## src/rtl/lfr_pkg.sv

```systemverilog
// shared types, constants and table lookups for the lux reporter
package lfr_pkg;

    localparam int DATA_W   = 16;
    localparam int BYTE_W   = 8;
    localparam int DIVR_W   = 5;
    localparam int SEG_W    = 4;
    localparam int MODE_W   = 3;
    localparam int EXP_W    = 4;
    localparam int MANT_W   = 11;
    localparam int SEG_CNT  = 15;
    localparam int DIV_CNT_W = $clog2(DATA_W);

    localparam logic [BYTE_W-1:0] LUX_SAT_LIMIT = 8'd112;
    localparam logic [DATA_W-1:0] LUX_MAX       = 16'hFFFF;
    localparam logic [DATA_W-1:0] MANT_MAX      = 16'h07FF;
    localparam logic [EXP_W-1:0]  EXP_START     = 4'(16'h3800 >> MANT_W);

    localparam logic [SEG_W-1:0] SEG_LAST       = 4'd14;
    localparam logic [SEG_W-1:0] SEG_FINE_LIMIT = 4'd11;
    localparam logic [SEG_W-1:0] SEG_LOW_LIMIT  = 4'd7;
    localparam logic [SEG_W-1:0] SEG_BASE_MIN   = 4'd1;
    localparam logic [SEG_W-1:0] SEG_SHIFT_ADJ  = 4'd2;

    localparam logic [BYTE_W-1:0] SEG_BOUND [SEG_CNT] = '{
        8'd0, 8'd9, 8'd17, 8'd27, 8'd40, 8'd53, 8'd66, 8'd79,
        8'd88, 8'd96, 8'd101, 8'd106, 8'd109, 8'd112, 8'd255
    };

    localparam logic [MODE_W-1:0] MODE_OFF   = 3'd0;
    localparam logic [MODE_W-1:0] MODE_DIV20 = 3'd1;
    localparam logic [MODE_W-1:0] MODE_DIV10 = 3'd2;
    localparam logic [MODE_W-1:0] MODE_DIV5  = 3'd3;
    localparam logic [MODE_W-1:0] MODE_DIV3  = 3'd4;

    typedef enum logic [2:0] {
        ST_IDLE,
        ST_SEARCH,
        ST_SEG_GO,
        ST_SEG_WAIT,
        ST_LOW_GO,
        ST_LOW_WAIT,
        ST_FIN_GO,
        ST_FIN_WAIT
    } state_t;

    function automatic logic [DIVR_W-1:0] mode_divisor(input logic [MODE_W-1:0] mode);
        logic [DIVR_W-1:0] d;
        unique case (mode)
            MODE_DIV20: d = 5'd20;
            MODE_DIV10: d = 5'd10;
            MODE_DIV5:  d = 5'd5;
            MODE_DIV3:  d = 5'd3;
            default:    d = 5'd31;
        endcase
        return d;
    endfunction

    function automatic logic mode_active(input logic [MODE_W-1:0] mode);
        return (mode >= MODE_DIV20) && (mode <= MODE_DIV3);
    endfunction

endpackage

```

## src/rtl/lfr_in_if.sv

```systemverilog
// input channel carrying one brightness sample
interface lfr_in_if;
    logic                          valid;
    logic                          ready;
    logic [lfr_pkg::BYTE_W-1:0]    adc_high;
    logic [lfr_pkg::BYTE_W-1:0]    adc_low;

    modport source (output valid, output adc_high, output adc_low, input ready);
    modport sink   (input valid, input adc_high, input adc_low, output ready);
endinterface

```

## src/rtl/lfr_out_if.sv

```systemverilog
// output channel carrying one lux report
interface lfr_out_if;
    logic                          valid;
    logic                          ready;
    logic [lfr_pkg::DATA_W-1:0]    lux_value;
    logic [lfr_pkg::DATA_W-1:0]    lux_word;
    logic                          value_differs;
    logic                          send_now;

    modport source (output valid, output lux_value, output lux_word,
                    output value_differs, output send_now, input ready);
    modport sink   (input valid, input lux_value, input lux_word,
                    input value_differs, input send_now, output ready);
endinterface

```

## src/rtl/adc_to_lux_float_reporter_top.sv

```systemverilog
// top level of the brightness sample to lux reporter
// One sample is handled at a time and yields one report. A serial segment
// search comes first. One or two passes of the shared bit-serial divider
// do the interpolation; each pass has a start state, yields 16 quotient
// bits and then hands off. The second pass is needed only for a high byte
// below 66. A final divider pass computes the send threshold and overlaps
// the float normalization. Saturated samples (high byte 112 or more) skip
// the search and the interpolation. The finished report sits in an output
// register, so the next sample is taken while it waits. That sample stalls
// only at its own report if the previous one is still not taken.
// change_mode (the cfg_wr_en write) is to be written by the user only while
// no transaction is in progress; the block itself does not enforce this.
module adc_to_lux_float_reporter_top (
    input  logic                          clk,
    input  logic                          rst_n,
    input  logic                          cfg_wr_en,
    input  logic [lfr_pkg::MODE_W-1:0]    cfg_wr_data,
    lfr_in_if.sink                        adc,
    lfr_out_if.source                     lux
);

    lfr_pkg::state_t                     state_reg, state_next;
    logic [lfr_pkg::MODE_W-1:0]          mode_reg;
    logic [lfr_pkg::DATA_W-1:0]          reported_reg, reported_next;
    logic [lfr_pkg::BYTE_W-1:0]          hi_reg, hi_next;
    logic [lfr_pkg::BYTE_W-1:0]          lo_reg, lo_next;
    logic [lfr_pkg::SEG_W-1:0]           n_reg, n_next;
    logic [lfr_pkg::DATA_W-1:0]          lux_reg, lux_next;
    logic [lfr_pkg::DATA_W-1:0]          diff_reg, diff_next;
    logic                                differs_reg, differs_next;
    logic                                out_valid_reg, out_valid_next;
    logic [lfr_pkg::DATA_W-1:0]          out_value_reg, out_value_next;
    logic [lfr_pkg::DATA_W-1:0]          out_word_reg, out_word_next;
    logic                                out_differs_reg, out_differs_next;
    logic                                out_send_reg, out_send_next;

    logic                                in_ready;
    logic                                div_start, div_busy;
    logic [lfr_pkg::DATA_W-1:0]          div_dividend, div_quotient;
    logic [lfr_pkg::DIVR_W-1:0]          div_divisor;
    logic                                enc_start, enc_busy;
    logic [lfr_pkg::DATA_W-1:0]          enc_word;

    logic                                seg_hit;
    logic [lfr_pkg::BYTE_W-1:0]          seg_prev;
    logic [lfr_pkg::BYTE_W-1:0]          seg_rest;
    logic [lfr_pkg::DIVR_W-1:0]          seg_width;
    logic [lfr_pkg::SEG_W-1:0]           seg_shift;
    logic [lfr_pkg::DATA_W-1:0]          seg_dividend;
    logic [lfr_pkg::DATA_W-1:0]          low_dividend;
    logic [lfr_pkg::DATA_W-1:0]          seg_base;
    logic [lfr_pkg::DATA_W-1:0]          seg_add;
    logic [lfr_pkg::DATA_W-1:0]          thr;
    logic                                send;
    logic                                fin_ready;

    // segment lookup
    assign seg_hit   = (n_reg < lfr_pkg::SEG_LAST) && (hi_reg >= lfr_pkg::SEG_BOUND[n_reg]);
    assign seg_prev  = lfr_pkg::SEG_BOUND[n_reg - 1'b1];
    assign seg_rest  = hi_reg - seg_prev;
    assign seg_width = lfr_pkg::DIVR_W'(lfr_pkg::SEG_BOUND[n_reg] - seg_prev);
    assign seg_shift = (n_reg < lfr_pkg::SEG_FINE_LIMIT) ? n_reg + lfr_pkg::SEG_SHIFT_ADJ
                                                         : n_reg - lfr_pkg::SEG_SHIFT_ADJ;
    assign seg_dividend = {8'd0, seg_rest} << seg_shift;
    assign low_dividend = {8'd0, lo_reg} << (n_reg + lfr_pkg::SEG_SHIFT_ADJ);
    assign seg_base = (n_reg <= lfr_pkg::SEG_BASE_MIN) ? '0
                    : (lfr_pkg::DATA_W'(1) << (n_reg + 1'b1));
    assign seg_add  = (n_reg < lfr_pkg::SEG_FINE_LIMIT) ? div_quotient
                    : {div_quotient[lfr_pkg::DATA_W-5:0], 4'd0};

    // send threshold
    assign thr  = (div_quotient == '0) ? lfr_pkg::DATA_W'(1) : div_quotient;
    assign send = lfr_pkg::mode_active(mode_reg) && differs_reg && (diff_reg >= thr);
    assign fin_ready = !div_busy && !enc_busy && (!out_valid_reg || lux.ready);

    lfr_div u_div (
        .clk      (clk),
        .rst_n    (rst_n),
        .start    (div_start),
        .dividend (div_dividend),
        .divisor  (div_divisor),
        .busy     (div_busy),
        .quotient (div_quotient)
    );

    lfr_fenc u_fenc (
        .clk   (clk),
        .rst_n (rst_n),
        .start (enc_start),
        .lux   (lux_reg),
        .busy  (enc_busy),
        .word  (enc_word)
    );

    always_comb
    begin
        state_next = state_reg;
        unique case (state_reg)
            lfr_pkg::ST_IDLE:
            begin
                if (adc.valid)
                begin
                    state_next = (adc.adc_high >= lfr_pkg::LUX_SAT_LIMIT) ? lfr_pkg::ST_FIN_GO
                                                                         : lfr_pkg::ST_SEARCH;
                end
            end
            lfr_pkg::ST_SEARCH:
            begin
                if (!seg_hit)
                begin
                    state_next = lfr_pkg::ST_SEG_GO;
                end
            end
            lfr_pkg::ST_SEG_GO:
            begin
                state_next = lfr_pkg::ST_SEG_WAIT;
            end
            lfr_pkg::ST_SEG_WAIT:
            begin
                if (!div_busy)
                begin
                    state_next = (n_reg < lfr_pkg::SEG_LOW_LIMIT) ? lfr_pkg::ST_LOW_GO
                                                                  : lfr_pkg::ST_FIN_GO;
                end
            end
            lfr_pkg::ST_LOW_GO:
            begin
                state_next = lfr_pkg::ST_LOW_WAIT;
            end
            lfr_pkg::ST_LOW_WAIT:
            begin
                if (!div_busy)
                begin
                    state_next = lfr_pkg::ST_FIN_GO;
                end
            end
            lfr_pkg::ST_FIN_GO:
            begin
                state_next = lfr_pkg::ST_FIN_WAIT;
            end
            lfr_pkg::ST_FIN_WAIT:
            begin
                if (fin_ready)
                begin
                    state_next = lfr_pkg::ST_IDLE;
                end
            end
            default:
            begin
                state_next = lfr_pkg::ST_IDLE;
            end
        endcase
    end

    always_comb
    begin
        in_ready         = 1'b0;
        div_start        = 1'b0;
        div_dividend     = '0;
        div_divisor      = '0;
        enc_start        = 1'b0;
        hi_next          = hi_reg;
        lo_next          = lo_reg;
        n_next           = n_reg;
        lux_next         = lux_reg;
        diff_next        = diff_reg;
        differs_next     = differs_reg;
        reported_next    = reported_reg;
        out_value_next   = out_value_reg;
        out_word_next    = out_word_reg;
        out_differs_next = out_differs_reg;
        out_send_next    = out_send_reg;
        out_valid_next   = out_valid_reg && !lux.ready;
        unique case (state_reg)
            lfr_pkg::ST_IDLE:
            begin
                in_ready = 1'b1;
                if (adc.valid)
                begin
                    hi_next  = adc.adc_high;
                    lo_next  = adc.adc_low;
                    n_next   = '0;
                    lux_next = lfr_pkg::LUX_MAX;
                end
            end
            lfr_pkg::ST_SEARCH:
            begin
                if (seg_hit)
                begin
                    n_next = n_reg + 1'b1;
                end
            end
            lfr_pkg::ST_SEG_GO:
            begin
                div_start    = 1'b1;
                div_dividend = seg_dividend;
                div_divisor  = seg_width;
            end
            lfr_pkg::ST_SEG_WAIT:
            begin
                if (!div_busy)
                begin
                    lux_next = seg_base + seg_add;
                end
            end
            lfr_pkg::ST_LOW_GO:
            begin
                div_start    = 1'b1;
                div_dividend = low_dividend;
                div_divisor  = seg_width;
            end
            lfr_pkg::ST_LOW_WAIT:
            begin
                if (!div_busy)
                begin
                    lux_next = lux_reg + {8'd0, div_quotient[lfr_pkg::DATA_W-1:8]};
                end
            end
            lfr_pkg::ST_FIN_GO:
            begin
                div_start    = 1'b1;
                div_dividend = reported_reg;
                div_divisor  = lfr_pkg::mode_divisor(mode_reg);
                enc_start    = 1'b1;
                differs_next = lux_reg != reported_reg;
                diff_next    = (lux_reg > reported_reg) ? lux_reg - reported_reg
                                                        : reported_reg - lux_reg;
            end
            lfr_pkg::ST_FIN_WAIT:
            begin
                if (fin_ready)
                begin
                    out_valid_next   = 1'b1;
                    out_value_next   = lux_reg;
                    out_word_next    = enc_word;
                    out_differs_next = differs_reg;
                    out_send_next    = send;
                    if (send)
                    begin
                        reported_next = lux_reg;
                    end
                end
            end
            default:
            begin
                in_ready = 1'b0;
            end
        endcase
    end

    always_ff @(posedge clk or negedge rst_n)
    begin
        if (!rst_n)
        begin
            state_reg     <= lfr_pkg::ST_IDLE;
            mode_reg      <= lfr_pkg::MODE_OFF;
            reported_reg  <= '0;
            out_valid_reg <= 1'b0;
        end
        else
        begin
            state_reg     <= state_next;
            reported_reg  <= reported_next;
            out_valid_reg <= out_valid_next;
            if (cfg_wr_en)
            begin
                mode_reg <= cfg_wr_data;
            end
        end
    end

    always_ff @(posedge clk)
    begin
        hi_reg          <= hi_next;
        lo_reg          <= lo_next;
        n_reg           <= n_next;
        lux_reg         <= lux_next;
        diff_reg        <= diff_next;
        differs_reg     <= differs_next;
        out_value_reg   <= out_value_next;
        out_word_reg    <= out_word_next;
        out_differs_reg <= out_differs_next;
        out_send_reg    <= out_send_next;
    end

    assign adc.ready         = in_ready;
    assign lux.valid         = out_valid_reg;
    assign lux.lux_value     = out_value_reg;
    assign lux.lux_word      = out_word_reg;
    assign lux.value_differs = out_differs_reg;
    assign lux.send_now      = out_send_reg;

endmodule

```

## src/rtl/lfr_div.sv

```systemverilog
// bit-serial restoring divider, one quotient bit per cycle
module lfr_div (
    input  logic                          clk,
    input  logic                          rst_n,
    input  logic                          start,
    input  logic [lfr_pkg::DATA_W-1:0]    dividend,
    input  logic [lfr_pkg::DIVR_W-1:0]    divisor,
    output logic                          busy,
    output logic [lfr_pkg::DATA_W-1:0]    quotient
);

    logic                                busy_reg, busy_next;
    logic [lfr_pkg::DIV_CNT_W-1:0]       cnt_reg, cnt_next;
    logic [lfr_pkg::DATA_W-1:0]          work_reg, work_next;
    logic [lfr_pkg::DIVR_W-1:0]          rem_reg, rem_next;
    logic [lfr_pkg::DIVR_W-1:0]          divr_reg, divr_next;
    logic [lfr_pkg::DIVR_W:0]            trial;
    logic                                fits;

    assign trial = {rem_reg, work_reg[lfr_pkg::DATA_W-1]};
    assign fits  = trial >= {1'b0, divr_reg};

    always_comb
    begin
        busy_next = busy_reg;
        cnt_next  = cnt_reg;
        work_next = work_reg;
        rem_next  = rem_reg;
        divr_next = divr_reg;
        if (start)
        begin
            busy_next = 1'b1;
            cnt_next  = '0;
            work_next = dividend;
            rem_next  = '0;
            divr_next = divisor;
        end
        else if (busy_reg)
        begin
            work_next = {work_reg[lfr_pkg::DATA_W-2:0], fits};
            rem_next  = fits ? lfr_pkg::DIVR_W'(trial - {1'b0, divr_reg})
                             : trial[lfr_pkg::DIVR_W-1:0];
            cnt_next  = cnt_reg + 1'b1;
            if (cnt_reg == lfr_pkg::DIV_CNT_W'(lfr_pkg::DATA_W - 1))
            begin
                busy_next = 1'b0;
            end
        end
    end

    always_ff @(posedge clk or negedge rst_n)
    begin
        if (!rst_n)
        begin
            busy_reg <= 1'b0;
            cnt_reg  <= '0;
        end
        else
        begin
            busy_reg <= busy_next;
            cnt_reg  <= cnt_next;
        end
    end

    always_ff @(posedge clk)
    begin
        work_reg <= work_next;
        rem_reg  <= rem_next;
        divr_reg <= divr_next;
    end

    assign busy     = busy_reg;
    assign quotient = work_reg;

endmodule

```

## src/rtl/lfr_fenc.sv

```systemverilog
// bus float encoder, normalizes the mantissa one shift per cycle
module lfr_fenc (
    input  logic                          clk,
    input  logic                          rst_n,
    input  logic                          start,
    input  logic [lfr_pkg::DATA_W-1:0]    lux,
    output logic                          busy,
    output logic [lfr_pkg::DATA_W-1:0]    word
);

    logic                                busy_reg, busy_next;
    logic [lfr_pkg::DATA_W-1:0]          mant_reg, mant_next;
    logic [lfr_pkg::EXP_W-1:0]           exp_reg, exp_next;
    logic [lfr_pkg::DATA_W:0]            scaled;

    assign scaled = {1'b0, lux >> 1} + {1'b0, lux >> 2} + {1'b0, lux >> 5};

    always_comb
    begin
        busy_next = busy_reg;
        mant_next = mant_reg;
        exp_next  = exp_reg;
        if (start)
        begin
            busy_next = 1'b1;
            mant_next = scaled[lfr_pkg::DATA_W-1:0];
            exp_next  = lfr_pkg::EXP_START;
        end
        else if (busy_reg)
        begin
            if (mant_reg > lfr_pkg::MANT_MAX)
            begin
                mant_next = mant_reg >> 1;
                exp_next  = exp_reg + 1'b1;
            end
            else
            begin
                busy_next = 1'b0;
            end
        end
    end

    always_ff @(posedge clk or negedge rst_n)
    begin
        if (!rst_n)
        begin
            busy_reg <= 1'b0;
        end
        else
        begin
            busy_reg <= busy_next;
        end
    end

    always_ff @(posedge clk)
    begin
        mant_reg <= mant_next;
        exp_reg  <= exp_next;
    end

    assign busy = busy_reg;
    assign word = {1'b0, exp_reg, mant_reg[lfr_pkg::MANT_W-1:0]};

endmodule
```

## src/flat_wrapper.sv

```systemverilog
// flat-port wrapper written by rule: the top's interface ports become plain ports
module adc_to_lux_float_reporter_top_flat 
  (clk, rst_n, cfg_wr_en, cfg_wr_data, adc_valid, adc_adc_high, adc_adc_low, adc_ready, lux_valid, lux_lux_value, lux_lux_word, lux_value_differs, lux_send_now, lux_ready);
  lfr_in_if adc_i ();
  lfr_out_if lux_i ();
  input  logic clk;
  input  logic rst_n;
  input  logic cfg_wr_en;
  input  logic [lfr_pkg::MODE_W-1:0] cfg_wr_data;
  input wire logic [$bits(adc_i.valid)-1:0] adc_valid;
  input wire logic [$bits(adc_i.adc_high)-1:0] adc_adc_high;
  input wire logic [$bits(adc_i.adc_low)-1:0] adc_adc_low;
  output wire logic [$bits(adc_i.ready)-1:0] adc_ready;
  output wire logic [$bits(lux_i.valid)-1:0] lux_valid;
  output wire logic [$bits(lux_i.lux_value)-1:0] lux_lux_value;
  output wire logic [$bits(lux_i.lux_word)-1:0] lux_lux_word;
  output wire logic [$bits(lux_i.value_differs)-1:0] lux_value_differs;
  output wire logic [$bits(lux_i.send_now)-1:0] lux_send_now;
  input wire logic [$bits(lux_i.ready)-1:0] lux_ready;
  assign adc_i.valid = adc_valid;
  assign adc_i.adc_high = adc_adc_high;
  assign adc_i.adc_low = adc_adc_low;
  assign adc_ready = adc_i.ready;
  assign lux_valid = lux_i.valid;
  assign lux_lux_value = lux_i.lux_value;
  assign lux_lux_word = lux_i.lux_word;
  assign lux_value_differs = lux_i.value_differs;
  assign lux_send_now = lux_i.send_now;
  assign lux_i.ready = lux_ready;
  adc_to_lux_float_reporter_top u_core (.clk(clk), .rst_n(rst_n), .cfg_wr_en(cfg_wr_en), .cfg_wr_data(cfg_wr_data), .adc(adc_i), .lux(lux_i));
endmodule
```

## config.mk

```make
export PLATFORM = sky130hd
export DESIGN_NAME = adc_to_lux_float_reporter_top_flat
export DESIGN_NICKNAME = d
export VERILOG_FILES = /design/src/rtl/lfr_pkg.sv /design/src/rtl/lfr_in_if.sv /design/src/rtl/lfr_out_if.sv /design/src/rtl/adc_to_lux_float_reporter_top.sv /design/src/rtl/lfr_div.sv /design/src/rtl/lfr_fenc.sv /design/src/flat_wrapper.sv
export SDC_FILE = /design/constraint.sdc
export NUM_CORES = 1
export LEC_CHECK = 0
export BUFFER_PORTS_ARGS = -buffer_cell sky130_fd_sc_hd__buf_2
export CORE_UTILIZATION = 30
export CTS_CLUSTER_DIAMETER = 40
export CTS_CLUSTER_SIZE = 20
export DETAILED_ROUTE_END_ITERATION = 10
export PLACE_DENSITY_LB_ADDON = 0.25
export SLEW_MARGIN = 20
export SYNTH_ARGS = -nofsm -noshare
export SYNTH_HDL_FRONTEND = slang
export SYNTH_SLANG_ARGS = --single-unit
```

## constraint.sdc

```tcl
create_clock -name clk -period 6.7 [get_ports clk]
set_input_delay 0.335 -clock clk [delete_from_list [all_inputs] [get_ports clk]]
set_output_delay 0.335 -clock clk [all_outputs]
set_load 0.005 [all_outputs]
```

==> summary.txt <==
Status
  • Status: complete, but fails checks
  • Violated checks: DRC

Layout
  • Fill cell count: 4,197
  • Number of antenna diodes: 0
  • Multi-input gate area: 7340 µm²
  • Nets: 1,550
  • Post-route design area: 14,000 µm²
  • Layout cells sized above 1: 9.65%
  • Register area: 4600 µm²
  • Area Growth Syn to Fin: 11.7%

Power
  • Leakage power figure: 5.90 nW
  • Peak supply drop: 0.210 mV
  • Pwr Total: 5.51 mW
  • Pwr per Cell Area: 393 nW/µm²

Detailed routing
  • Overall routed net length: 35,700 µm
  • DRC Markers: 7
  • Vias/cell: 5.16
  • Post-route ant nets: 0
  • Vias: 9,908
  • Routed len/inst: 18.6 µm
  • Initial DRC Count: 666
  • DRT Pass-1 Iters: 8

Critical path
  • R2R depth: 18
  • Startpoint Class: flop
  • Crit. End Element: flop
  • Worst path required time: 6.89 ns
  • Critical path fanouts, max: 16
  • Setup CP Type: flop to flop
  • Arrival @ worst endpoint: 5.68 ns

Global route
  • First-pass GRT wire length: 56,200 µm
  • GRT Util Overall: 17.4%
  • Remaining Overflow, GRT: 0
  • Vias in the first global route: 9,688
  • Largest net degree at the start of global routing: 49
  • Initial antenna violation count: 0

Floorplanning
  • Site Rows: 74
  • Die area: 42,600 µm²
  • # IOs: 60
  • Starting Density: 30.6%
  • Die Height: 206 µm
  • Core area: 41,000 µm²
  • Chip Width: 206 µm

STA
  • Period Utilization, post-route: 82.0%
  • Final Skew: 0.0102 ns
  • Slew Viols, Final: 0
  • TNS Setup: 0 ns
  • RSZ-0062 raised after global routing: no
  • PnR worst setup slack: 1.20 ns
  • Worst slew pin tran: 1.11 ns
  • Max frequency: 0.182 GHz
  • Slew Limit Headroom: 25.9%
  • Fin. Hold Viols: 0
  • Final setup vio count: 0
  • Minimum clock period: 5.50 ns

Placement
  • Hpwl dp: 27,300 µm
  • Pre-CTS WS: 1.31 ns
  • Placer Congestion: 0.913
  • IO buf count: 58
  • Cell area after placement: 13,400 µm²

Synth
  • #FFs+latches synth: 161
  • Sequential fraction of the synthesis area: 36.7%
  • Post-Syn Area per Cell: 9.39 µm²
  • Syn Nets: 1,511
  • Post-Synthesis Cells: 1,336
  • Synth cell types: 80
  • Yosys Warn Count: 0
  • Synth Cell Area: 12,500 µm²
  • Ys async rst share: 18.0%
  • EDFF count, synth: 123
  • Most used DFF post-synth: edfxtp_1

Clock network
  • CTS Hold Bufs: 0
  • CTS sink count: 161
  • CTS root buffer: clkbuf_16
  • Clock Path Buffers: 2
  • CTS tree: done
  • Worst-Skew Late Latency: 0.45 ns
  • Post_cts resized: 0
  • Clock-pin slew on the worst setup and hold paths: 0.07 ns
  • Setup bufs post-CTS: 0
  • H-Tree Depth: 4
  • Total CTS buffers: 17

Min path
  • Hold Path Class: input pin to asynchronous set/reset pin

Job
  • Max Cap Viol: 0
[Yosys cell counts (10+ instances only)]
cell type / instances / area share (%)
a211oi_1: 12 / 0.72
a21o_1: 33 / 2.0
a21oi_1: 91 / 3.6
a22oi_1: 10 / 0.60
a31oi_1: 18 / 0.90
and2_1: 12 / 0.60
and3_1: 11 / 0.55
clkbuf_1: 48 / 1.4
dfrtp_1: 29 / 5.8
edfxtp_1: 123 / 29
fa_1: 19 / 3.0
ha_1: 132 / 13
inv_1: 103 / 3.1
mux2_2: 12 / 1.1
mux2i_1: 37 / 3.0
nand2_1: 125 / 3.7
nand2b_1: 13 / 0.65
nand3_1: 26 / 1.0
nor2_1: 103 / 3.1
nor2b_1: 15 / 0.75
nor3_1: 23 / 0.92
o21ai_0: 105 / 4.2
xnor2_1: 52 / 3.6
xor2_1: 27 / 1.9
[layer usage]
layer / GRT usage (%) / vias to the layer above / share of wire [%]
li1: - / 4889 / -
met1: 24.2 / 4764 / 49
met3: 2.35 / 20 / 3.8
met2: 28.6 / 235 / 46
met4: 3.97 / 0 / 1.1
met5: 0 / - / 0
[metrics by stage]
step	util (%)	hold WS, ns	instances
6_report	34.1	0.0301	1920
5_1_grt	34.1	0.0389	1920
4_1_cts	34.1	0.0363	1920
3_5_place_dp	32.7	0.408	1888
3_3_place_gp	32.7	0.408	1888
2_1_floorplan	-	0.0394	1336
[placed cells by master, fill, tap and decap left out, types with 7 or more instances in the layout]
| cell | synthesis | routed |
|---|---|---|
| fa_1 | 19 | 19 |
| xnor2_1 | 52 | 52 |
| clkbuf_16 | 0 | 17 |
| nand2b_1 | 13 | 13 |
| buf_4 | 2 | 16 |
| or3_1 | 7 | 7 |
| a21o_1 | 33 | 33 |
| edfxtp_1 | 123 | 123 |
| dfrtp_1 | 29 | 29 |
| nor3b_1 | 7 | 7 |
| dfxtp_1 | 9 | 9 |
| nand3_1 | 26 | 26 |
| o21a_1 | 9 | 9 |
| a22oi_1 | 10 | 10 |
| buf_2 | 0 | 58 |
| and3_1 | 11 | 11 |
| nor2_1 | 103 | 103 |
| nor3_1 | 23 | 23 |
| a211oi_1 | 12 | 12 |
| mux2_2 | 12 | 12 |
| nand2_1 | 125 | 125 |
| ha_1 | 132 | 132 |
| o21ai_0 | 105 | 105 |
| inv_1 | 103 | 103 |
| o21bai_1 | 8 | 8 |
| o22ai_1 | 9 | 9 |
| and2_1 | 12 | 12 |
| nor2b_1 | 15 | 14 |
| a21oi_1 | 91 | 91 |
| xor2_1 | 27 | 27 |
| mux2i_1 | 37 | 37 |
| a31oi_1 | 18 | 18 |
[cell families (layout without fill, tap and decap cells)]
kind of cell | after synthesis | count (layout) | share of synthesized area, %
compound gates | 363 | 363 | 18.4
fa+ha+maj | 151 | 151 | 16.2
xor+xnor | 80 | 80 | 5.74
other cells | 1 | 1 | 0.0299
buf+inv | 159 | 211 | 4.90
mux | 51 | 51 | 4.33
flops | 161 | 161 | 36.7
simple gates | 370 | 370 | 13.7
[report_power, final]
part	internal, mW	leakage, nW	switching, mW
sequential	1.50	1.52	0.308
clock	0.563	0.288	0.465
combinational	1.11	4.09	1.56
total	3.17	5.90	2.34
[final cells by class]
cell class                 instances  share of cell area, %
clock buffer                      18                   3.06
clock inverter                    14                   1.19
inverter                         105                   2.83
multi-input combinational       1016                   52.4
sequential                       161                   32.8
tap                              532                   4.75
timing repair buffer              74                   2.93
[worst paths after layout]
check                                               start  slack (ns)                       end
min in group clk                           adc_adc_low[5]        0.06          u_core.lo_reg[5]
worst max register to register            u_core.n_reg[2]        1.20  u_core.u_div.quotient[7]
worst min register to register  u_core.u_fenc.mant_reg[0]        0.42    u_core.lux.lux_word[0]
worst min-delay path                                rst_n        0.03    u_core.reported_reg[9]
max in group asynchronous                           rst_n        6.07        u_core.mode_reg[0]
worst max-delay path                      u_core.n_reg[2]        1.20  u_core.u_div.quotient[7]
[critical path, cell delays in order (launching register included)]
cell and delay [ns]:
edfxtp_1 0.71, inv_1 0.26, ha_1 0.29, a21boi_4 0.17
xnor2_4 0.32, nand2_1 0.10, o21ai_0 0.39, o31ai_1 0.24
ha_1 0.25, fa_1 0.40, inv_1 0.07, a21oi_1 0.08
nor3b_1 0.42, nor2_1 0.11, xnor2_1 0.20, mux4_2 0.53
mux2_4 0.29, a222oi_1 0.32, o21ai_1 0.10
(Power assumes the default switching activity.)
